--- config.mk ---
export PLATFORM = sky130hd
export DESIGN_NAME = rmq_prep
export DESIGN_NICKNAME = d
export VERILOG_FILES = /design/src/sv/rmq_pkg.sv /design/src/sv/rmq_prep.sv
export SDC_FILE = /design/constraint.sdc
export NUM_CORES = 1
export LEC_CHECK = 0
export ABC_AREA = 1
export ABC_CLOCK_PERIOD_IN_PS = 3900
export BUFFER_PORTS_ARGS = -buffer_cell sky130_fd_sc_hd__buf_4
export CORE_ASPECT_RATIO = 1.75
export CORE_MARGIN = 1
export CORE_UTILIZATION = 40
export DETAILED_ROUTE_END_ITERATION = 8
export PLACE_DENSITY = 0.61
export SYNTH_ARGS = -nofsm -noshare
export SYNTH_HDL_FRONTEND = slang
export SYNTH_SLANG_ARGS = --single-unit
--- constraint.sdc ---
create_clock -name i_clk -period 3.9 [get_ports i_clk]
set_input_delay 0.39 -clock i_clk [delete_from_list [all_inputs] [get_ports i_clk]]
set_output_delay 0.39 -clock i_clk [all_outputs]
set_load 0.01 [all_outputs]
--- src/sv/rmq_pkg.sv ---
// Package for the rotation matrix to quaternion pipeline.
// Holds the sample format, derived widths, branch codes, sideband types and the output clamp.
// Has no dependencies.
`default_nettype none
package rmq_pkg;

    localparam int SAMPLE_WIDTH = 16;
    localparam int FRAC_BITS    = SAMPLE_WIDTH - 2;
    localparam int TW           = SAMPLE_WIDTH + 3;
    localparam int DW           = SAMPLE_WIDTH + 1;
    localparam int RAD_W        = 2 * SAMPLE_WIDTH;
    localparam int SQ_W         = RAD_W + 1;
    localparam int NUM_W        = 2 * SAMPLE_WIDTH;
    localparam int DEN_W        = SAMPLE_WIDTH + 1;
    localparam int REM_W        = NUM_W + 1;
    localparam int SQ_N         = SAMPLE_WIDTH;
    localparam int DIV_N        = SAMPLE_WIDTH;
    localparam int LATENCY      = SQ_N + DIV_N + 3;

    typedef enum logic [1:0] {
        BR_X = 2'd0,
        BR_Y = 2'd1,
        BR_Z = 2'd2,
        BR_W = 2'd3
    } t_branch;

    typedef struct packed {
        t_branch                  branch;
        logic signed [DW-1:0]     d0;
        logic signed [DW-1:0]     d1;
        logic signed [DW-1:0]     d2;
    } t_side;

    typedef struct packed {
        t_branch                      branch;
        logic [2:0]                   neg;
        logic                         azero;
        logic [SAMPLE_WIDTH-1:0]      big;
    } t_dside;

    function automatic logic signed [SAMPLE_WIDTH-1:0] sat_quot(
        input logic [SAMPLE_WIDTH-1:0] q,
        input logic                    ovf,
        input logic                    neg,
        input logic                    azero
    );
        logic [SAMPLE_WIDTH:0]         qe;
        logic signed [SAMPLE_WIDTH-1:0] r;
        qe = {1'b0, q};
        if (azero) begin
            r = '0;
        end else if (!neg) begin
            if (ovf || q[SAMPLE_WIDTH-1]) begin
                r = {1'b0, {(SAMPLE_WIDTH-1){1'b1}}};
            end else begin
                r = q;
            end
        end else begin
            if (ovf || (qe > ((SAMPLE_WIDTH+1)'(1) << (SAMPLE_WIDTH-1)))) begin
                r = {1'b1, {(SAMPLE_WIDTH-1){1'b0}}};
            end else begin
                r = SAMPLE_WIDTH'(-qe);
            end
        end
        return r;
    endfunction

endpackage
`default_nettype wire

--- src/sv/rmq_prep.sv ---
// Entry stage: trace, branch choice, radicand and off-diagonal sums and differences, one register stage.
// Depends on rmq_pkg.
`default_nettype none
module rmq_prep import rmq_pkg::*; (
    input  wire                           i_clk,
    input  wire                           i_rst_n,
    input  wire                           i_valid,
    input  wire signed [SAMPLE_WIDTH-1:0] i_m00,
    input  wire signed [SAMPLE_WIDTH-1:0] i_m01,
    input  wire signed [SAMPLE_WIDTH-1:0] i_m02,
    input  wire signed [SAMPLE_WIDTH-1:0] i_m10,
    input  wire signed [SAMPLE_WIDTH-1:0] i_m11,
    input  wire signed [SAMPLE_WIDTH-1:0] i_m12,
    input  wire signed [SAMPLE_WIDTH-1:0] i_m20,
    input  wire signed [SAMPLE_WIDTH-1:0] i_m21,
    input  wire signed [SAMPLE_WIDTH-1:0] i_m22,
    output logic                          o_valid,
    output logic [RAD_W-1:0]              o_rad,
    output t_side                         o_side
);

    localparam logic signed [TW-1:0] ONE = TW'(1) <<< FRAC_BITS;

    logic signed [TW-1:0] e00, e11, e22, trace, t;
    logic [RAD_W-1:0]     n_rad;
    t_side                n_side;
    logic                 r_valid;
    logic [RAD_W-1:0]     r_rad;
    t_side                r_side;

    always_comb begin
        e00   = TW'(i_m00);
        e11   = TW'(i_m11);
        e22   = TW'(i_m22);
        trace = e00 + e11 + e22;
        if (trace > 0) begin
            n_side.branch = BR_W;
            t             = ONE + trace;
            n_side.d0     = DW'(i_m12) - DW'(i_m21);
            n_side.d1     = DW'(i_m20) - DW'(i_m02);
            n_side.d2     = DW'(i_m01) - DW'(i_m10);
        end else if ((i_m00 > i_m11) && (i_m00 > i_m22)) begin
            n_side.branch = BR_X;
            t             = ONE + e00 - e11 - e22;
            n_side.d0     = DW'(i_m12) - DW'(i_m21);
            n_side.d1     = DW'(i_m01) + DW'(i_m10);
            n_side.d2     = DW'(i_m02) + DW'(i_m20);
        end else if (i_m11 > i_m22) begin
            n_side.branch = BR_Y;
            t             = ONE + e11 - e00 - e22;
            n_side.d0     = DW'(i_m20) - DW'(i_m02);
            n_side.d1     = DW'(i_m01) + DW'(i_m10);
            n_side.d2     = DW'(i_m12) + DW'(i_m21);
        end else begin
            n_side.branch = BR_Z;
            t             = ONE + e22 - e00 - e11;
            n_side.d0     = DW'(i_m01) - DW'(i_m10);
            n_side.d1     = DW'(i_m02) + DW'(i_m20);
            n_side.d2     = DW'(i_m12) + DW'(i_m21);
        end
        if (t[TW-1]) begin
            n_rad = '0;
        end else begin
            n_rad = RAD_W'(unsigned'(t)) << FRAC_BITS;
        end
    end

    always_ff @(posedge i_clk) begin
        if (!i_rst_n) begin
            r_valid <= 1'b0;
        end else begin
            r_valid <= i_valid;
        end
        r_rad  <= n_rad;
        r_side <= n_side;
    end

    assign o_valid = r_valid;
    assign o_rad   = r_rad;
    assign o_side  = r_side;

endmodule
`default_nettype wire

# Word-level counts from Yosys, hierarchy flattened
# Index checks and enable logic that the tools add are counted.
# totals
word_cells	36
regBits	86
latch_bits	0
mem_bits_ro	0
input_bits	147
mem_count	0
ram_bits	0
output_inout_bits	86
# classes
reduce_logical	1
eq_ne	0
bitwise	0
n_mul	0
add_sub_neg	18
n_lt_le_gt_ge	4
n_shift	0
muxes	6
div	0
# op_table
operator	n
two-way mux 53 bit	2
adder 16 x 16 -> 17 bit	4
two-way mux 19 bit	3
subtractor 18 x 16 -> 19 bit	3
subtractor 17 x 16 -> 18 bit	3
adder 16 x 16 -> 17 bit (first input constant)	3
two-way mux 51 bit	1
subtractor 16 x 16 -> 17 bit	3
> comparator 16 bit	3
adder 16 x 18 -> 19 bit (first input constant)	1
adder 17 x 16 -> 18 bit	1
> comparator 18 x 1 -> 1 bit (second input constant)	1
logical AND 1 bit	1

# Logic depth before layout (Yosys ltp)
# Gate-level depths: netlist of the first run.
# depth
ltp_word	6
mapped_depth	31
ltp_nobuf	29

# Worst setup path after synthesis of the first run
# OpenSTA, ideal clock, no wires.
# synth_timing
path_type	input port to flip-flop
startpoint	in i_m00[2]
endpoint	reg r_side (netlist bit o_side[8])
path_buffers	2
path_stages	30
required_time_ns	3.787
setup_time_ns	0.113
arrival_ns	3.894
setup_slack_ns	-0.106
path_cell_list	inv_1 fa_1 inv_1 fa_1 nand2_1 inv_1 nand2_1 nand2_2 nand3_1 nand3_1 inv_2 o21ai_0 or2_2 nand2_1 ha_1 nand2_1 nor3_1 nand3_1 nor2_1 nand2_1 nor2_1 nand3_1 nor2_2 nand3_4 nand2_4 inv_2 buf_6 buf_6 nand2_1 nand2_1
# synth_lines
item	line_no	text
start: declaration	rmq_prep.sv:8	input wire signed [SAMPLE_WIDTH-1:0] i_m00,
end signal: assignment	rmq_prep.sv:75	r_side <= n_side;
end: declaration	rmq_prep.sv:29	t_side r_side;

==> results.yml, run 1 <==
outcome:
  status: "finished with violations"
  failing_checks: "DRC"
timing:
  period_needed_ns: 3.75
  unrepaired_setup_endpoints_after_global_routing: "true"
  finalHoldViolCount: 0
  hold_slack_final_ns: 0.222
  fmax_mhz: 267
  post-route-worst-setup-slack_ns: 0.148
  max_slew.worst_pin.slew_ns: 0.891
  setup_tns_after_final_layout_ns: 0
  tightest_slew_margin_relative_to_the_limit_pct: 40.4
  post_route_clock_period_utilization_pct: 96.2
  slew_violations: 0
  setup-violations-final: 0
floorplan:
  die_area_mm2: 0.0404
  placementRows: 96
  die_height_um: 265
  ports_placed_on_the_boundary: 233
  chipWidth_um: 152
  core-area_mm2: 0.0392
  floorplan.initialDensity_pct: 40.5
logic_synthesis:
  synth.avg_cell_area_um2: 6.46
  mappedNetlistArea_mm2: 0.0158
  synth_seq_area_share_pct: 9.10
  synth_cell_types: 46
  post_synth_inst_count: 2452
  synth_edf_count: 0
  synth.ff_latch_count: 72
  synthArstFlopShare_pct: 0
  synth.top_cells.by_area: "ha_1 (23%), nand2_1 (16%), fa_1 (9.4%)"
  synth_flop_cell: "dfxtp_1"
  synth_largest_type_area_fraction_pct: 23.2
  synth.largest_area_cell: "ha_1"
  synthesis_warning_total: 0
drt:
  antenna_violating_nets_post_route: 0
  routed.top_layer: "met4"
  routed_wire_length_per_instance_um: 19.3
  wl_met2_um: 34800
  drc: 11
  detailroute.wirelength.met3_um: 2550
  detail_route.first_pass.iterations: 9
  routed_length_on_met1_um: 19500
  via_count: 17000
  drt-vias-per-instance: 5.18
  detail_route.iter0.violations: 686
  finalWirelength_um: 63500
flow_run:
  drv.max_cap_violation_count: 0
setup_path:
  crit_path_frequent_cell: "nand2_1"
  critPathBufInv: 6
  crit_path_max_fanout: 7
  cpMaxStageDelayCell: "fa_1"
  crit_arrival_ns: 4.00
  crit_cells: 26
  endpoint_kind: "register"
  setup.worst_path.class: "primary input to register"
  crit_family: "simple AND/OR/NAND/NOR gates"
  crit_path_end: "o_side[15]$_DFF_P_"
  start_kind: "primary input"
  largest_stage_delay_on_the_critical_path_ns: 0.66
  cp-startpoint: "i_m00[11]"
  worstPathRequired_ns: 4.15
cells_and_area:
  areaGrowthSynthToFinish_pct: 26.1
  final_common_cell: "nand2_1"
  layout.core_utilization_pct: 51.0
  drive_gt1_share_pct: 18.1
  finish.net_count: 3309
  finalNonFillerCells: 3289
  n_antenna_cell: 0
  final_cell_mix: "nand2_1 (640), buf_4 (374), inv_1 (362), ha_1 (286), nand3_1 (176)"
clock_network:
  ctsLongestPathBuffers: 2
  tritoncts_num_sinks: 72
  numCtsBuffers: 9
  ctsRootBufferMaster: "clkbuf_16"
  clk_pin_slew_ns: 0.07
  cts_tree: "built"
  clock_h_tree_levels: 3
  cts.hold.buffers_added: 0
grt:
  number_of_global_route_vias_before_repair: 17700
  global_route.overflow_total: 0
  grt_first_pass_wirelength_um: 94000
  grt_antenna_before_repair: 0
  grt_start_max_net_pins: 55
  track_usage_pct: 30.7
place:
  numPlacedInstances: 3262
  detailed_place_hpwl_um: 54900
  place.gp.congestion: 0.991
  post-place-ws_ns: -0.383
  port-buffer-count: 218
pwr:
  irDropWorstVdd_mv: 0.264
  power-per-cell-area_mw_per_mm2: 397
  static-leakage-power_nw: 11.3
min_path:
  worstHoldPathType: "primary input to register"
[cells in the mapped netlist, types with 2 or more instances]
master and instances:
nor3_1 36, a211oi_1 4, a31oi_1 6, xor2_1 86, o31ai_1 4, a22oi_1 3
o21ai_1 2, nor2_1 144, a31o_2 2, buf_2 29, nor2_2 5, a21oi_1 156
inv_1 368, buf_6 2, nand2_2 2, xnor2_1 11, or2_2 5, o21bai_1 24
buf_4 14, fa_1 74, a21boi_0 3, nor4_2 2, clkbuf_1 33, nor4_1 4
inv_2 9, nand2_1 675, nand4_1 26, nand3b_1 9, nand3_1 181, dfxtp_1 72
o21a_1 2, a21o_1 19, ha_1 294, o21ai_0 134
[power breakdown]
part | internal, mW | switching [mW] | total (mW)
Sequential | 1.06 | 0.233 | 1.29
Clock | 0.563 | 0.361 | 0.924
Combinational | 2.27 | 3.45 | 5.72
[final cells by class]
cell class,count,area [um2]
timing repair buffer,395,3200
sequential,72,1440
multi-input combinational,1938,13000
clock buffer,9,225
clock inverter,7,95.1
tap,490,613
inverter,378,1440
fill,4072,19200
[state kept, by name, indices dropped and copies added, names as in the netlist]
signal and count:
o_rad 18, o_side 53, o_valid 1
[kinds of logic after synthesis]
kind of cell,count (synthesis),share of synthesized area (%)
flops,72,9.10
simple gates,1097,29.0
buf+inv,456,11.5
other cells,1,0.0237
xor+xnor,97,5.36
fa+ha+maj,368,32.6
compound gates,361,12.5
[per-stage QoR]
| step | cell area (um2) | power (mW) |
|---|---|---|
| floorplan | 16000 | 4.28 |
| global placement | 19200 | 6.66 |
| detailed placement | 19200 | 6.69 |
| CTS | 19600 | 7.67 |
| global route | 20000 | 8.51 |
| finish | 20000 | 7.94 |
[metal layers]
metal	up-vias	GRT usage (%)
met2	502	62.3
met5	-	0
met3	194	3.08
met4	0	28.7
met1	7915	25.4
li1	8424	-
[worst min path at each step]
stage	start	end	slack, ns	cells after the start
floorplan	i_valid	o_valid$_SDFF_PN0_	0.48	2
global placement	i_valid	o_valid$_SDFF_PN0_	0.57	3
detailed placement	i_valid	o_valid$_SDFF_PN0_	0.58	3
CTS	i_valid	o_valid$_SDFF_PN0_	0.22	3
global route	i_valid	o_valid$_SDFF_PN0_	0.24	3
finish	i_valid	o_valid$_SDFF_PN0_	0.22	3
[worst min-delay path, delay by kind of cell]
family        cells  cell delay (ns)
simple gates      1             0.04
buf+inv           2             0.11
[what timing repair did]
action	4_1_cts	5_1_grt
setup buffers	0	4
pin swaps	2	25
gates resized for setup	2	75
gates cloned	1	6
endpoints found under the setup margin	20	71
hold endpoints to repair	0	0
(Power assumes the default switching activity.)
==> run 2, diff against run 1 <==
--- a/config.mk
+++ b/config.mk
@@ -9,10 +9,11 @@
 export ABC_CLOCK_PERIOD_IN_PS = 3900
 export BUFFER_PORTS_ARGS = -buffer_cell sky130_fd_sc_hd__buf_4
 export CORE_ASPECT_RATIO = 1.75
-export CORE_MARGIN = 1
+export CORE_MARGIN = 2
 export CORE_UTILIZATION = 40
 export DETAILED_ROUTE_END_ITERATION = 8
 export PLACE_DENSITY = 0.61
+export RECOVER_POWER = 25
 export SYNTH_ARGS = -nofsm -noshare
 export SYNTH_HDL_FRONTEND = slang
 export SYNTH_SLANG_ARGS = --single-unit
==> run 2 against run 1 <==
Critical endpoint is now o_side[16]$_DFF_P_. Largest cell class unchanged. The flow now finishes without violations. Non-clock buffer count increased by 1. Cell count stayed put. Flip-flop and latch count unchanged. Critical path depth stayed put. Die area increased by 2.1%.
==> results.yml, run 2 (synthesis gave the netlist of run 1 again) <==
clock_network:
  cts_tree: "built"
  clk_pin_slew_ns: 0.06
  ctsLongestPathBuffers: 2
  numCtsBuffers: 9
  cts.hold.buffers_added: 0
  clock_h_tree_levels: 3
  ctsRootBufferMaster: "clkbuf_16"
  tritoncts_num_sinks: 72
grt:
  most_used_layer_global_route: "met2"
  number_of_global_route_vias_before_repair: 17700
  grt_antenna_before_repair: 0
  grt_start_max_net_pins: 57
  grt_util_met1_pct: 25.0
  global_route.overflow_total: 0
  track_usage_pct: 29.7
  grtUsageMet3_pct: 3.20
  globalRouteMet2Util_pct: 61.3
  grt_first_pass_wirelength_um: 93300
place:
  port-buffer-count: 218
  place.gp.congestion: 0.977
  post-place-ws_ns: -0.384
  detailed_place_hpwl_um: 54800
setup_path:
  cp-startpoint: "i_m00[11]"
  start_kind: "primary input"
  largest_stage_delay_on_the_critical_path_ns: 0.66
  crit_path_end: "o_side[16]$_DFF_P_"
  crit_arrival_ns: 3.99
  endpoint_kind: "register"
  crit_path_frequent_cell: "nand2_1"
  worstPathRequired_ns: 4.14
  crit_path_max_fanout: 10
  setup.worst_path.class: "primary input to register"
  cpMaxStageDelayCell: "fa_1"
drt:
  detail_route.first_pass.iterations: 7
  via_count: 16900
  drt-vias-per-instance: 5.14
  finalWirelength_um: 63400
  antenna_violating_nets_post_route: 0
  drc: 0
  detail_route.iter0.violations: 691
  routed_wire_length_per_instance_um: 19.3
pwr:
  irDropWorstVdd_mv: 0.324
  static-leakage-power_nw: 11.1
  power-per-cell-area_mw_per_mm2: 388
timing:
  setup-violations-final: 0
  finalHoldViolCount: 0
  setup_tns_after_final_layout_ns: 0
  period_needed_ns: 3.74
  slew_violations: 0
  unrepaired_setup_endpoints_after_global_routing: "true"
  hold_slack_final_ns: 0.219
  max_slew.worst_pin.slew_ns: 0.776
  fmax_mhz: 267
  tightest_slew_margin_relative_to_the_limit_pct: 47.7
  post-route-worst-setup-slack_ns: 0.157
  post_route_clock_period_utilization_pct: 96.0
cells_and_area:
  layout.filler_cells: 4108
  finish.net_count: 3310
  final_cell_mix: "nand2_1 (654), inv_1 (362), buf_4 (348), ha_1 (286), nand3_1 (176)"
  layout.core_utilization_pct: 50.7
  largest_register_ffs: 53
  areaGrowthSynthToFinish_pct: 25.3
  drive_gt1_share_pct: 16.8
  n_antenna_cell: 0
  final_common_cell: "nand2_1"
floorplan:
  placementRows: 96
  floorplan.initialDensity_pct: 40.5
  core-area_mm2: 0.0392
  die_height_um: 267
  die_area_mm2: 0.0413
  ports_placed_on_the_boundary: 233
  chipWidth_um: 154
min_path:
  worstHoldPathType: "primary input to register"
  min_delay_path_depth: 3
flow_run:
  drv.max_cap_violation_count: 0
outcome:
  status: "finished clean"
==> run 2: changes by cell type in the layout (fill, tap and decap cells not counted), sizes merged <==
| cell | before | now |
|---|---|---|
| clkbuf | 13 | 43 |
| clkinv | 6 | 5 |
| bufinv | 2 | 0 |
| buf | 391 | 363 |
| clkinvlp | 1 | 3 |
| inv | 376 | 375 |
==> run 2: how the worst min path moves through the flow <==
| stage | startpoint | slack (ns) | endpoint |
|---|---|---|---|
| after floorplan | i_valid | 0.48 | o_valid$_SDFF_PN0_ |
| after global placement | i_valid | 0.57 | o_valid$_SDFF_PN0_ |
| after detailed placement | i_valid | 0.57 | o_valid$_SDFF_PN0_ |
| after CTS | i_valid | 0.21 | o_valid$_SDFF_PN0_ |
| after global routing | i_valid | 0.23 | o_valid$_SDFF_PN0_ |
| final | i_valid | 0.22 | o_valid$_SDFF_PN0_ |
==> run 2: area by class of cell <==
type	instances	area [um2]	share of cell area, %
clock buffers	10	239	1.20
clock inverters	5	33.8	0.170
inverters	378	1440	7.25
multi-input cells	1938	12900	65.1
flip-flops and latches	72	1440	7.26
well taps	490	613	3.09
repair buffers	396	3160	15.9
==> run 2: worst max-delay path, delay by kind of cell <==
family	cells	cell delay, ns
simple gates	15	1.35
fa+ha+maj	3	1.12
buf+inv	6	0.71
compound gates	1	0.25
xor+xnor	1	0.15
==> run 2: repair_timing <==
item,4_1_cts,5_1_grt
resized for setup,0,64
pin swaps,1,14
setup endpoints to repair,3,71
buffers inserted,0,5
cloned,0,8
==> run 2: metrics by stage <==
stage	cell area (um2)	cells	power, mW
2_1_floorplan	16000	2465	4.28
3_3_place_gp	19200	3261	6.66
3_5_place_dp	19200	3261	6.68
4_1_cts	19500	3276	7.50
5_1_grt	19900	3289	8.30
6_report	19900	3289	7.71
==> run 2: layer usage <==
| layer | vias to the layer above | part of all wire, % |
|---|---|---|
| met2 | 490 | 55 |
| met4 | 0 | 9.3 |
| met3 | 204 | 3.7 |
| li1 | 8428 | - |
| met1 | 7776 | 31 |
| met5 | - | 0 |
==> run 2: power by group <==
group,switching [mW],internal (mW)
combinational,3.45,2.20
sequential,0.216,1.06
clock,0.343,0.443
total,4.01,3.70
==> run 3, diff against run 2 <==
--- a/config.mk
+++ b/config.mk
@@ -10,9 +10,9 @@
 export BUFFER_PORTS_ARGS = -buffer_cell sky130_fd_sc_hd__buf_4
 export CORE_ASPECT_RATIO = 1.75
 export CORE_MARGIN = 2
-export CORE_UTILIZATION = 40
+export CORE_UTILIZATION = 48
 export DETAILED_ROUTE_END_ITERATION = 8
-export PLACE_DENSITY = 0.61
+export PLACE_DENSITY = 0.71
 export RECOVER_POWER = 25
 export SYNTH_ARGS = -nofsm -noshare
 export SYNTH_HDL_FRONTEND = slang
==> run 3 against run 2 <==
Die area shrank 16%. Fmax shrank 1.5%. Clock power grew 17%. Sequential share of layout area grew 0.062 points. Routed wire length shrank 3.1%. Final area shrank 0.85%. First-iteration DRC count grew 9.3%. Non-clock buffer count shrank 6. Combinational power shrank 0.9%. Sequential power is essentially flat. Global-route usage grew 5.0 points.
==> results.yml, run 3 (synthesis gave the netlist of run 1 again) <==
clock_network:
  ctsRootBufferMaster: "clkbuf_16"
  numCtsBuffers: 9
  cts.hold.buffers_added: 0
  cts_tree: "built"
  ctsLongestPathBuffers: 2
  tritoncts_num_sinks: 72
  clk_pin_slew_ns: 0.06
  clock_h_tree_levels: 3
min_path:
  min_from: "i_valid"
  hold-path-endpoint: "o_valid$_SDFF_PN0_"
  min_delay_path_depth: 3
  worstHoldPathType: "primary input to register"
timing:
  post_route_clock_period_utilization_pct: 97.5
  tightest_slew_margin_relative_to_the_limit_pct: 54.9
  hold_slack_final_ns: 0.246
  finalHoldViolCount: 0
  setup-violations-final: 0
  max_slew.worst_pin.slew_ns: 0.670
  unrepaired_setup_endpoints_after_global_routing: "true"
  period_needed_ns: 3.80
  post-route-worst-setup-slack_ns: 0.0986
  slew_violations: 0
  fmax_mhz: 263
cells_and_area:
  n_antenna_cell: 0
  final_cell_mix: "nand2_1 (638), inv_1 (362), buf_4 (342), ha_1 (286), nand3_1 (176)"
  layout.filler_cells: 3229
  areaGrowthSynthToFinish_pct: 24.2
  largest_register_ffs: 53
  finish.net_count: 3304
  drive_gt1_share_pct: 16.9
  finalNonFillerCells: 3199
  layout.core_utilization_pct: 60.2
  final_common_cell: "nand2_1"
setup_path:
  cpMaxStageDelayCell: "fa_1"
  crit_arrival_ns: 4.03
  endpoint_kind: "register"
  crit_path_max_fanout: 7
  largest_stage_delay_on_the_critical_path_ns: 0.46
  start_kind: "primary input"
  worstPathRequired_ns: 4.13
  setup.worst_path.class: "primary input to register"
grt:
  number_of_global_route_vias_before_repair: 17800
  global_route.overflow_total: 0
  grt_antenna_before_repair: 0
  track_usage_pct: 34.7
  grt_first_pass_wirelength_um: 91700
  grt_start_max_net_pins: 61
floorplan:
  floorplan.initialDensity_pct: 48.5
  chipWidth_um: 141
  die_area_mm2: 0.0345
  ports_placed_on_the_boundary: 233
  die_height_um: 244
  placementRows: 88
  core-area_mm2: 0.0327
drt:
  drc: 0
  detail_route.iter0.violations: 755
  via_count: 17200
  finalWirelength_um: 61400
  drt-vias-per-instance: 5.37
  detail_route.first_pass.iterations: 5
  routed_wire_length_per_instance_um: 19.2
  antenna_violating_nets_post_route: 0
pwr:
  irDropWorstVdd_mv: 0.299
  clock_power_share_pct: 11.8
  static-leakage-power_nw: 11.1
  total_switching_power_mw: 4.01
  pwr-share-comb_pct: 71.8
  swShare_pct: 51.4
  totalPowerFinal_mw: 7.80
  seq_pwr_share_pct: 16.4
  power-per-cell-area_mw_per_mm2: 396
  power.internal_mw: 3.79
place:
  port-buffer-count: 218
  detailed_place_hpwl_um: 53000
  post-place-ws_ns: -0.373
  numPlacedInstances: 3168
  place.gp.congestion: 1.04
outcome:
  status: "finished clean"
flow_run:
  drv.max_cap_violation_count: 0
[run 3: worst max-delay path by stage]
stage / end / start / slack [ns] / depth (start not counted)
after floorplan: o_side[8]$_DFF_P_ / i_m22[2] / 0.00005 / 30
after global placement: o_side[12]$_DFF_P_ / i_m00[1] / -0.32 / 29
after detailed placement: o_side[12]$_DFF_P_ / i_m00[1] / -0.37 / 29
after CTS: o_side[12]$_DFF_P_ / i_m00[1] / 0.01 / 29
after global routing: o_side[10]$_DFF_P_ / i_m22[2] / -0.1 / 30
final: o_side[10]$_DFF_P_ / i_m11[1] / 0.1 / 29
[run 3: timing repair]
item                       in CTS  in global routing
pin swaps                       0                 31
cloned                          0                  7
gates resized for setup         1                 75
setup endpoints to repair       2                 71
setup buffers                   0                  8
[run 3: cell type report]
class	count	area (um2)	area share [%]
multi-input combinational	1938	12900	65.8
clock inverter	5	80.1	0.407
timing repair buffer	390	3030	15.4
inverter	378	1440	7.30
sequential	72	1440	7.32
tap	405	507	2.57
clock buffer	11	243	1.23
[run 3: power groups by stage]
stage,clock network (mW),logic [mW],registers (mW)
2_1_floorplan,0,2.96,1.32
3_3_place_gp,0,5.26,1.29
3_5_place_dp,0,5.32,1.28
4_1_cts,0.921,5.35,1.28
5_1_grt,0.953,6.11,1.29
6_report,0.921,5.60,1.28
[run 3: metal layers]
metal  GRT usage [%]  wire, um
met5               0         0
met1            30.3     19500
met2            66.3     32200
met3            4.21      2400
met4            33.1      7260
[run 3: worst max-delay path: cells and delay by family]
family,cells,cell delay [ns]
AND/OR/NAND/NOR,19,1.86
adder cells (fa/ha/maj),4,1.12
buffers and inverters,5,0.55
AO/OA/AOI/OAI,1,0.07
[run 3: through the flow]
step | cell area, um2 | setup TNS (ns)
3_5_place_dp | 19000 | -21.30
5_1_grt | 19700 | -2.46
2_1_floorplan | 16000 | 0
4_1_cts | 19300 | 0
3_3_place_gp | 19000 | -18.63
6_report | 19700 | 0
